**src/design/tcp_segment_receive_checker_unit_assert.svh**
```systemverilog
// Assertion macros used by the back end of the TCP segment checker.
`ifndef TCP_SEGMENT_RECEIVE_CHECKER_UNIT_ASSERT_SVH
`define TCP_SEGMENT_RECEIVE_CHECKER_UNIT_ASSERT_SVH

`ifndef SYNTHESIS
// Check a condition on every clock edge outside reset.
`define TCSRC_ASSERT_ALWAYS(label, cond) \
	label: assert property (@(posedge clk) disable iff (!arst_n) (cond)) \
		else $error("assertion failed");
// Check that a condition implies another in the next cycle.
`define TCSRC_ASSERT_NEXT(label, ante, cons) \
	label: assert property (@(posedge clk) disable iff (!arst_n) (ante) |=> (cons)) \
		else $error("assertion failed");
`else
`define TCSRC_ASSERT_ALWAYS(label, cond)
`define TCSRC_ASSERT_NEXT(label, ante, cons)
`endif

`endif

```
**src/design/tcsrc_pkg.sv**
```systemverilog
// Types and constants of the TCP segment receive checker.
package tcsrc_pkg;

	localparam int SUM_W            = 32;
	localparam int CNT_W            = 17;
	localparam int MIN_HEADER_BYTES = 20;
	localparam int MIN_DATA_OFFSET  = 5;
	localparam logic [7:0]  TCP_PROTOCOL = 8'h06;
	localparam logic [15:0] WORD_MASK    = 16'hFFFF;

	typedef enum logic [2:0] {
		ST_OK       = 3'd0,
		ST_SHORT    = 3'd1,
		ST_OFFSET   = 3'd2,
		ST_TRUNC    = 3'd3,
		ST_CHECKSUM = 3'd4
	} status_t;

	typedef struct packed {
		logic [15:0] source_port;
		logic [15:0] dest_port;
		logic [31:0] seq_number;
		logic [31:0] ack_number;
		logic [7:0]  offset_byte;
		logic [7:0]  flag_bits;
		logic [15:0] window;
		logic [15:0] checksum_word;
		logic [15:0] urgent_pointer;
	} tcp_hdr_t;

	// Summary of one finished segment, handed from front to back.
	typedef struct packed {
		tcp_hdr_t         hdr;
		logic [SUM_W-1:0] sum;
		logic [7:0]       pend;
		logic [CNT_W-1:0] cnt;
	} seg_rec_t;

endpackage

```
**src/design/tcsrc_queue.sv**
```systemverilog
// Small register FIFO between the front and back of the checker.
module tcsrc_queue #(
	parameter int W     = 8,
	parameter int DEPTH = 2
) (
	input  logic         clk,
	input  logic         arst_n,
	input  logic         push_valid,
	output logic         push_ready,
	input  logic [W-1:0] push_data,
	output logic         pop_valid,
	input  logic         pop_ready,
	output logic [W-1:0] pop_data
);

	localparam int PTR_W = (DEPTH > 1) ? $clog2(DEPTH) : 1;
	localparam int CNT_QW = $clog2(DEPTH + 1);

	logic [W-1:0]      mem_q [DEPTH];
	logic [PTR_W-1:0]  wr_ptr_q, rd_ptr_q;
	logic [CNT_QW-1:0] fill_q;
	logic              push, pop;

	assign push_ready = (fill_q != CNT_QW'(DEPTH));
	assign pop_valid  = (fill_q != '0);
	assign pop_data   = mem_q[rd_ptr_q];
	assign push       = push_valid && push_ready;
	assign pop        = pop_valid && pop_ready;

	always_ff @(posedge clk) begin
		if (push) begin
			mem_q[wr_ptr_q] <= push_data;
		end
	end

	always_ff @(posedge clk or negedge arst_n) begin
		if (!arst_n) begin
			wr_ptr_q <= '0;
			rd_ptr_q <= '0;
			fill_q   <= '0;
		end else begin
			if (push) begin
				wr_ptr_q <= (wr_ptr_q == PTR_W'(DEPTH - 1)) ? '0 : wr_ptr_q + 1'b1;
			end
			if (pop) begin
				rd_ptr_q <= (rd_ptr_q == PTR_W'(DEPTH - 1)) ? '0 : rd_ptr_q + 1'b1;
			end
			if (push && !pop) begin
				fill_q <= fill_q + 1'b1;
			end else if (pop && !push) begin
				fill_q <= fill_q - 1'b1;
			end
		end
	end

endmodule

```
**src/design/tcsrc_front.sv**
```systemverilog
// Byte-level front end: header capture, raw checksum accumulation, byte count.
module tcsrc_front
	import tcsrc_pkg::*;
#(
	parameter int MAX_SEGMENT_BYTES = 65535
) (
	input  logic        clk,
	input  logic        arst_n,
	input  logic        in_valid,
	output logic        in_ready,
	input  logic [7:0]  data_byte,
	input  logic [31:0] src_addr,
	input  logic [31:0] dst_addr,
	input  logic        last,
	output logic        rec_valid,
	input  logic        rec_ready,
	output seg_rec_t    rec
);

	logic [CNT_W-1:0] cnt_q, cnt_n;
	logic [SUM_W-1:0] acc_q, acc_n, pseudo;
	logic [7:0]       pend_q, pend_n;
	tcp_hdr_t         hdr_q, hdr_n;
	logic             first, take, accept;

	assign in_ready  = rec_ready;
	assign accept    = in_valid && in_ready;
	assign rec_valid = in_valid && last;

	always_comb begin
		first  = (cnt_q == '0);
		take   = (cnt_q < CNT_W'(MAX_SEGMENT_BYTES));
		pseudo = SUM_W'(src_addr[31:16]) + SUM_W'(src_addr[15:0])
		       + SUM_W'(dst_addr[31:16]) + SUM_W'(dst_addr[15:0])
		       + SUM_W'(TCP_PROTOCOL);
		cnt_n  = cnt_q;
		pend_n = pend_q;
		hdr_n  = hdr_q;
		// The first byte is at an even position and adds no word itself.
		acc_n  = first ? pseudo : acc_q;
		if (take) begin
			cnt_n = cnt_q + 1'b1;
			if (cnt_q[0]) begin
				acc_n = acc_q + SUM_W'({pend_q, data_byte});
			end else begin
				pend_n = data_byte;
			end
			case (cnt_q) inside
				[0:1]:   hdr_n.source_port    = {hdr_q.source_port[7:0], data_byte};
				[2:3]:   hdr_n.dest_port      = {hdr_q.dest_port[7:0], data_byte};
				[4:7]:   hdr_n.seq_number     = {hdr_q.seq_number[23:0], data_byte};
				[8:11]:  hdr_n.ack_number     = {hdr_q.ack_number[23:0], data_byte};
				12:      hdr_n.offset_byte    = data_byte;
				13:      hdr_n.flag_bits      = data_byte;
				[14:15]: hdr_n.window         = {hdr_q.window[7:0], data_byte};
				[16:17]: hdr_n.checksum_word  = {hdr_q.checksum_word[7:0], data_byte};
				[18:19]: hdr_n.urgent_pointer = {hdr_q.urgent_pointer[7:0], data_byte};
				default: ;
			endcase
		end
		rec.hdr  = hdr_n;
		rec.sum  = acc_n;
		rec.pend = pend_n;
		rec.cnt  = cnt_n;
	end

	always_ff @(posedge clk) begin
		if (accept) begin
			hdr_q <= hdr_n;
		end
	end

	always_ff @(posedge clk or negedge arst_n) begin
		if (!arst_n) begin
			cnt_q  <= '0;
			acc_q  <= '0;
			pend_q <= '0;
		end else if (accept) begin
			// Restart the segment after the last byte.
			if (last) begin
				cnt_q  <= '0;
				acc_q  <= '0;
				pend_q <= '0;
			end else begin
				cnt_q  <= cnt_n;
				acc_q  <= acc_n;
				pend_q <= pend_n;
			end
		end
	end

endmodule

```
**src/design/tcsrc_back.sv**
```systemverilog
// Segment back end: final sum, checksum fold, status decision, output register.
module tcsrc_back
	import tcsrc_pkg::*;
(
	input  logic     clk,
	input  logic     arst_n,
	input  logic     rec_valid,
	output logic     rec_ready,
	input  seg_rec_t rec,
	output logic     out_valid,
	input  logic     out_ready,
	output status_t  status,
	output tcp_hdr_t hdr
);

	`include "tcp_segment_receive_checker_unit_assert.svh"

	logic             v_s1, v_s2;
	logic [SUM_W-1:0] sum_s1;
	status_t          pre_s1;
	tcp_hdr_t         hdr_s1;
	status_t          status_s2;
	tcp_hdr_t         hdr_s2;
	logic             adv_s1, adv_s0;
	logic [SUM_W-1:0] pad, total;
	logic [3:0]       offs;
	status_t          pre;
	logic [16:0]      fold1;
	logic [15:0]      fold2;
	status_t          fin;

	assign adv_s1    = v_s1 && (!v_s2 || out_ready);
	assign adv_s0    = rec_valid && (!v_s1 || adv_s1);
	assign rec_ready = !v_s1 || adv_s1;
	assign out_valid = v_s2;
	assign status    = status_s2;
	assign hdr       = hdr_s2;

	always_comb begin
		pad   = rec.cnt[0] ? SUM_W'({rec.pend, 8'h00}) : '0;
		total = rec.sum + pad + SUM_W'(rec.cnt[15:0]);
		offs  = rec.hdr.offset_byte[7:4];
		if (rec.cnt < CNT_W'(MIN_HEADER_BYTES)) begin
			pre = ST_SHORT;
		end else if (offs < 4'(MIN_DATA_OFFSET)) begin
			pre = ST_OFFSET;
		end else if (rec.cnt < CNT_W'({offs, 2'b00})) begin
			pre = ST_TRUNC;
		end else begin
			pre = ST_OK;
		end
	end

	// Fold the plain sum with end-around carry; a good segment folds to all ones.
	always_comb begin
		fold1 = 17'(sum_s1[31:16]) + 17'(sum_s1[15:0]);
		fold2 = fold1[15:0] + 16'(fold1[16]);
		if (pre_s1 != ST_OK) begin
			fin = pre_s1;
		end else if (fold2 != WORD_MASK) begin
			fin = ST_CHECKSUM;
		end else begin
			fin = ST_OK;
		end
	end

	always_ff @(posedge clk) begin
		if (adv_s0) begin
			sum_s1 <= total;
			pre_s1 <= pre;
			hdr_s1 <= rec.hdr;
		end
		if (adv_s1) begin
			status_s2 <= fin;
			hdr_s2    <= (fin == ST_OK) ? hdr_s1 : '0;
		end
	end

	always_ff @(posedge clk or negedge arst_n) begin
		if (!arst_n) begin
			v_s1 <= 1'b0;
			v_s2 <= 1'b0;
		end else begin
			if (adv_s0) begin
				v_s1 <= 1'b1;
			end else if (adv_s1) begin
				v_s1 <= 1'b0;
			end
			if (adv_s1) begin
				v_s2 <= 1'b1;
			end else if (out_ready) begin
				v_s2 <= 1'b0;
			end
		end
	end

	`TCSRC_ASSERT_ALWAYS(a_fail_zero_hdr, !(v_s2 && status_s2 != ST_OK) || hdr_s2 == '0)
	`TCSRC_ASSERT_ALWAYS(a_ok_offset, !(v_s2 && status_s2 == ST_OK) || hdr_s2.offset_byte[7:4] >= 4'(MIN_DATA_OFFSET))
	`TCSRC_ASSERT_NEXT(a_s1_hold, v_s1 && !adv_s1, v_s1 && $stable(sum_s1))

endmodule

```
**src/design/tcp_segment_receive_checker_unit.sv**
```systemverilog
// Top level of the TCP segment receive checker.
//
// Takes one TCP segment byte per cycle on the slave stream (s_tlast on the final
// byte) with the IPv4 addresses sampled on the first byte, and returns one result
// per segment on the master stream: status and the captured header fields, all
// header fields zero unless the status is ok. The per-byte work is a single add
// into a plain 32-bit sum. A finished segment's summary enters a two-entry queue,
// and the back end folds the sum and decides the status in two registered stages.
// s_tready drops only while the queue is full.
module tcp_segment_receive_checker_unit
	import tcsrc_pkg::*;
#(
	parameter int MAX_SEGMENT_BYTES = 65535
) (
	input  logic         clk,
	input  logic         arst_n,
	input  logic         s_tvalid,
	output logic         s_tready,
	input  logic [71:0]  s_tdata,  // data_byte[7:0], src_addr[39:8], dst_addr[71:40]
	input  logic         s_tlast,
	output logic         m_tvalid,
	input  logic         m_tready,
	// status[2:0], source_port[18:3], dest_port[34:19], seq_number[66:35],
	// ack_number[98:67], offset_byte[106:99], flag_bits[114:107],
	// window[130:115], checksum_word[146:131], urgent_pointer[162:147], zeros above
	output logic [167:0] m_tdata
);

	logic     f_valid, f_ready, q_valid, q_ready;
	seg_rec_t f_rec, q_rec;
	status_t  status;
	tcp_hdr_t hdr;

	tcsrc_front #(
		.MAX_SEGMENT_BYTES(MAX_SEGMENT_BYTES)
	) u_front (
		.clk       (clk),
		.arst_n    (arst_n),
		.in_valid  (s_tvalid),
		.in_ready  (s_tready),
		.data_byte (s_tdata[7:0]),
		.src_addr  (s_tdata[39:8]),
		.dst_addr  (s_tdata[71:40]),
		.last      (s_tlast),
		.rec_valid (f_valid),
		.rec_ready (f_ready),
		.rec       (f_rec)
	);

	tcsrc_queue #(
		.W     ($bits(seg_rec_t)),
		.DEPTH (2)
	) u_queue (
		.clk        (clk),
		.arst_n     (arst_n),
		.push_valid (f_valid),
		.push_ready (f_ready),
		.push_data  (f_rec),
		.pop_valid  (q_valid),
		.pop_ready  (q_ready),
		.pop_data   (q_rec)
	);

	tcsrc_back u_back (
		.clk       (clk),
		.arst_n    (arst_n),
		.rec_valid (q_valid),
		.rec_ready (q_ready),
		.rec       (q_rec),
		.out_valid (m_tvalid),
		.out_ready (m_tready),
		.status    (status),
		.hdr       (hdr)
	);

	assign m_tdata = {5'b0, hdr.urgent_pointer, hdr.checksum_word, hdr.window,
		hdr.flag_bits, hdr.offset_byte, hdr.ack_number, hdr.seq_number,
		hdr.dest_port, hdr.source_port, status};

endmodule

```
**config.mk**
```make
export PLATFORM = sky130hd
export DESIGN_NAME = tcp_segment_receive_checker_unit
export DESIGN_NICKNAME = d
export VERILOG_FILES = /design/src/design/tcsrc_pkg.sv /design/src/design/tcsrc_queue.sv /design/src/design/tcsrc_front.sv /design/src/design/tcsrc_back.sv /design/src/design/tcp_segment_receive_checker_unit.sv
export VERILOG_INCLUDE_DIRS = /design/src /design/src/design
export SDC_FILE = /design/constraint.sdc
export NUM_CORES = 1
export LEC_CHECK = 0
export ABC_AREA = 1
export BUFFER_PORTS_ARGS = -buffer_cell sky130_fd_sc_hd__clkbuf_2
export CAP_MARGIN = 40
export CORE_MARGIN = 8
export CORE_UTILIZATION = 60
export DETAILED_ROUTE_END_ITERATION = 8
export GPL_ROUTABILITY_DRIVEN = 0
export PLACE_DENSITY_LB_ADDON = 0.3
export SLEW_MARGIN = 15
export SYNTH_ARGS = -nofsm -noshare
export SYNTH_HDL_FRONTEND = slang
export SYNTH_SLANG_ARGS = --single-unit
```
**constraint.sdc**
```tcl
create_clock -name clk -period 14.2 [get_ports clk]
set_input_delay 2.84 -clock clk [delete_from_list [all_inputs] [get_ports clk]]
set_output_delay 2.84 -clock clk [all_outputs]
set_load 0.02 [all_outputs]
```
Yosys cells after proc, flatten, opt, wreduce, memory -nomap -nowiden:

Memories as Yosys holds them, arrays and structs flattened.
Cells that the tools add are included.

* RAM bits: 434
* input port bits: 77
* register bits: 581
* memories: 1
* output and inout bits: 170

* mux-type cells: 70
* equal/unequal tests: 4
* reduce and logical (&&, ||, !) cells: 28
* $add $sub $neg: 14
* magnitude comparators: 18

Memories
* u_queue.mem_q: words 2, width 217, rd ports 1, clocked after Yosys merged registers in 0, write ports 1, RTL line tcsrc_queue.sv:19 `logic [W-1:0] mem_q [DEPTH];`

Operators by type and width (number)
* $mux W16: 28
* $mux W32: 11
* $mux W160: 1
* $add A32 B16 Y32: 4
* $mux W8: 14
* $add A16 B16 Y17: 2
* $eq A17 B4 Y1 const B: 2
* $ge A17 B4 Y1 const B: 2
* $ge A17 B5 Y1 const B: 2
* $le A17 B4 Y1 const B: 2
* $le A17 B5 Y1 const B: 2
* $mux W17: 2
* $add A32 B3 Y32 const B: 1
* $add A32 B32 Y32: 1
* $add A17 B1 Y17 const B: 1
* $ge A17 B1 Y1 const B: 1
* $ge A17 B2 Y1 const B: 1
* $ge A17 B3 Y1 const B: 1
* $le A17 B1 Y1 const B: 1
* $le A17 B2 Y1 const B: 1
* $le A17 B3 Y1 const B: 1
* $logic_not A17 Y1: 1
* $lt A17 B16 Y1 const B: 1
* $lt A17 B5 Y1 const B: 1
* 18 further kinds: 50

Depth between registers and ports, before layout:

* word-level depth: 12
* depth in mapped cells: 27

Cells and area by module:

From an unflattened synthesis, not the netlist that was laid out.

* cells, all modules: 4115
* area total of the unflattened synthesis: 46185.5 um^2

By module, submodules not included
* tcsrc_queue: cells an instance 1162, times used 1, seq. area each 13132.6 um^2, area an instance 15962.8 um^2
* tcsrc_back: cells an instance 1210, times used 1, seq. area each 10770.3 um^2, area an instance 15825.2 um^2
* tcsrc_front: cells an instance 1737, times used 1, seq. area each 6231.0 um^2, area an instance 14356.3 um^2
* tcp_segment_receive_checker_unit: cells an instance 6, times used 1, seq. area each 0.0 um^2, area an instance 41.3 um^2

Least setup slack after synthesis:

Ideal clock, no wire load.

* path kind: input to register
* start: in s_tvalid
* end: mem u_queue.mem_q[0][0] (netlist bit) (enable)
* stages: 4
* required time: 13403 ps
* path buffers: 0
* slack: 1162 ps
* data arrival time: 12240 ps
* setup time: 797 ps
* path through: nand2_1 nor2_1 inv_1 nor2_1

* cells in the longest elaborated chain, start to end: 4

Ends and longest elaborated chain
* from (decl): RTL line tcp_segment_receive_checker_unit.sv:17 `input logic s_tvalid,`
* $logic_and A1 B1 Y1: RTL line tcsrc_front.sv:28 `assign rec_valid = in_valid && last;`
* $logic_and A1 B1 Y1: RTL line tcsrc_queue.sv:27 `assign push = push_valid && push_ready;`
* named net u_queue.push: RTL line tcsrc_queue.sv:22 `logic push, pop;`
* $mux W1: RTL line tcsrc_queue.sv:31 `if (push) begin`
* $mux W1 (implied by the code): RTL line tcsrc_queue.sv:32 `mem_q[wr_ptr_q] <= push_data;`
* to (decl): RTL line tcsrc_queue.sv:19

The timed path passes the listed nets, and every way through them passes these cells.

==> results.yml <==
status:
  outcome: "finished clean"
die:
  die-area_um2: 84950
  start_util_pct: 60.25
  die_h_um: 291.5
  pin_count: 247
  core_area_um2: 75570
  rows: 101
  die_w_um: 291.5
final_layout:
  stdcell_area_um2: 51160
  layout-drive-gt1-share_pct: 14.26
  syn_to_final_growth_pct: 12.38
  diodes: 0
  nFillCells: 5323
  final_util_pct: 67.70
  fin_nets: 4441
timing:
  setup_violations: 0
  rsz0062_at_grt: "no"
  slew_violations: 0
  finalSetupTns_ns: 0
  worst_pin_slew_ns: 1.003
  fin_crit_ns: 6.743
  clock.fmax_mhz: 148.3
  fin_crit_sh_pct: 47.49
  relSlewSlack_pct: 33.16
  skew_ns: 0.02716
  hold_slack_ns: 0.4564
  hold_viol: 0
global_route:
  grt_pass1_wl_mm: 148.0
  grt_usage_pct: 21.80
  gr-total-overflow: 0
  first_global_vias: 27540
  antenna_found_initial: 2
  grt_max_degree: 143
synth:
  synth-simple-area-share_pct: 16.39
  synth_compound_area_share_pct: 4.779
  post-synth-top-count-cell: "nand2_1"
  synth_fa_ha_area_share_pct: 4.381
  ys_types: 56
  synth_cells: 3955
  yosys_warnings: 0
  synth_top_area_share_pct: 62.73
  synthXorXnorAreaFrac_pct: 1.327
  muxShareOfSynthArea_pct: 1.344
  synth_area_leaders: "edfxtp_1 63%, nand2_1 9.5%, inv_1 4.0%"
  synth_seq_cells: 1014
  synth-edff-count: 951
  synth_top_family_by_area: "simple AND/OR/NAND/NOR gates"
  netlist_area_um2: 45530
  synthArstFlopShare_pct: 6.213
  ys_seq_area_share_pct: 66.19
  synth_top_area_cell: "edfxtp_1"
  syn_avg_cell_area_um2: 11.51
  ys.flop_type: "edfxtp_1"
  ys_top_cells_by_count: "1,147 x nand2_1, 951 x edfxtp_1, 484 x inv_1"
drt:
  avgRoutedWirePerCell_um: 17.95
  first_iter_violations: 2480
  drt-total-wl_mm: 94.71
  drt_pre_antenna_iters: 6
  drtAntennaViolNets: 0
  vias_per_cell: 5.418
  vias: 28590
  drc: 0
pwr:
  power_per_cell_area_nw_per_um2: 225.7
  peakVddDrop_mv: 0.1907
  leakage_nw: 21.84
setup_path:
  criticalPathCategory: "input port to flop"
  end_kind: "flop"
  cp_data_required_time_ns: 14.60
  cp_slowest_stage_delay_ns: 0.43
  arrival_ns: 7.14
  critPathBufInv: 2
  cp_slowest_cell: "fa_1"
  critPathMaxFanout: 5
  crit_family: "compound AO/OA/AOI/OAI gates"
  crit_top_cell: "nand2_1"
  crit_path_start_kind: "input port"
clocking:
  clockRootBuffer: "clkbuf_16"
  clock_path_buffers: 3
  cts_buffers: 99
  cts_setup_buffers: 0
  tritoncts: "built"
  clock_latency_ns: 0.67
  cts_resized: 0
  postCtsHoldBufs: 0
  cts_max_level: 3
  clk_pin_slew_ns: 0.06
  clock-sinks: 1014
placement:
  io_buffers: 241
  post-dp-hpwl_mm: 61.43
  placed_area_um2: 47870
flow_run:
  drv_cap: 0
hold_path:
  hp-class: "flop to flop"
report_power, final:
part	internal, mW	leakage [nW]	switching (mW)
combinational	1.19	10.3	2.82
clock	1.48	1.57	1.10
sequential	4.64	9.94	0.318
worst paths after layout:
kind,start,endpoint,slack (ns),cells after the start
worst max-delay path,s_tdata[26],u_queue.mem_q[0][43]$_DFFE_PP_,7.46,25
worst min-delay path,u_back.pre_s1[0]$_SDFFCE_PN1P_,u_back.status[0]$_DFFE_PP_,0.46,0
worst max register to register,u_back.sum_s1[21]$_DFFE_PP_,u_back.hdr[149]$_SDFFCE_PP0P_,8.90,25
worst min register to register,u_back.pre_s1[0]$_SDFFCE_PN1P_,u_back.status[0]$_DFFE_PP_,0.46,0
max in group asynchronous,arst_n,u_front.acc_q[8]$_DFFE_PN0P_,11.42,3
min in group asynchronous,arst_n,u_front.cnt_q[2]$_DFFE_PN0P_,2.20,2
layer usage:
layer / up-vias / GRT usage (%) / wire length (µm)
li1: 13770 / - / -
met1: 13620 / 28.20 / 38670
met2: 1007 / 37.43 / 46920
met3: 191 / 4.022 / 6334
met4: 0 / 6.733 / 2786
met5: - / 0 / 0
state kept, by name, indices dropped and copies added, names as in the netlist:
register	cells
u_front.pend_q	8
u_back.pre_s1	2
u_back.hdr_s1	160
u_front.hdr_q	160
u_queue.rd_ptr_q	1
u_queue.mem_q	434
u_back.v_s1	1
u_back.status	3
u_front.acc_q	32
u_queue.wr_ptr_q	1
u_queue.fill_q	2
u_front.cnt_q	17
u_back.hdr	160
u_back.out_valid	1
u_back.sum_s1	32
per-stage QoR:
| step | cells | power (mW) | setup slack (ns) |
|---|---|---|---|
| after detailed placement | 5096 | 8.986 | 6.824 |
| after global placement | 5084 | 8.810 | 6.845 |
| after global routing | 5277 | 12.27 | 6.867 |
| after CTS | 5274 | 11.57 | 7.512 |
| after floorplan | 3959 | 7.896 | 1.162 |
| final | 5277 | 11.55 | 7.457 |
layout by cell type, fill, tap and decap left out, drive strengths merged, types with 63 or more instances in the layout:
cell       n
edfxtp   951
nor2     291
o21ai    203
clkbuf   361
ha       113
a21oi     96
inv      492
nand3    122
dfrtp     63
nand2   1151
cell families after synthesis:
group                    Yosys count
other                              1
adder cells (fa/ha/maj)          142
XOR/XNOR                          69
AO/OA/AOI/OAI                    392
AND/OR/NAND/NOR                 1664
flip-flops                      1014
buffers and inverters            616
multiplexers                      57
layout make-up:
type	count	area, µm²	share of cell area (%)
inverters	491	1863	3.641
repair buffers	287	1819	3.556
clock inverters	57	594.3	1.162
multi-input cells	2329	12910	25.24
clock buffers	121	2613	5.106
well taps	978	1224	2.392
flip-flops and latches	1014	30140	58.90
No activity file was read; power rests on OpenSTA's default activity.
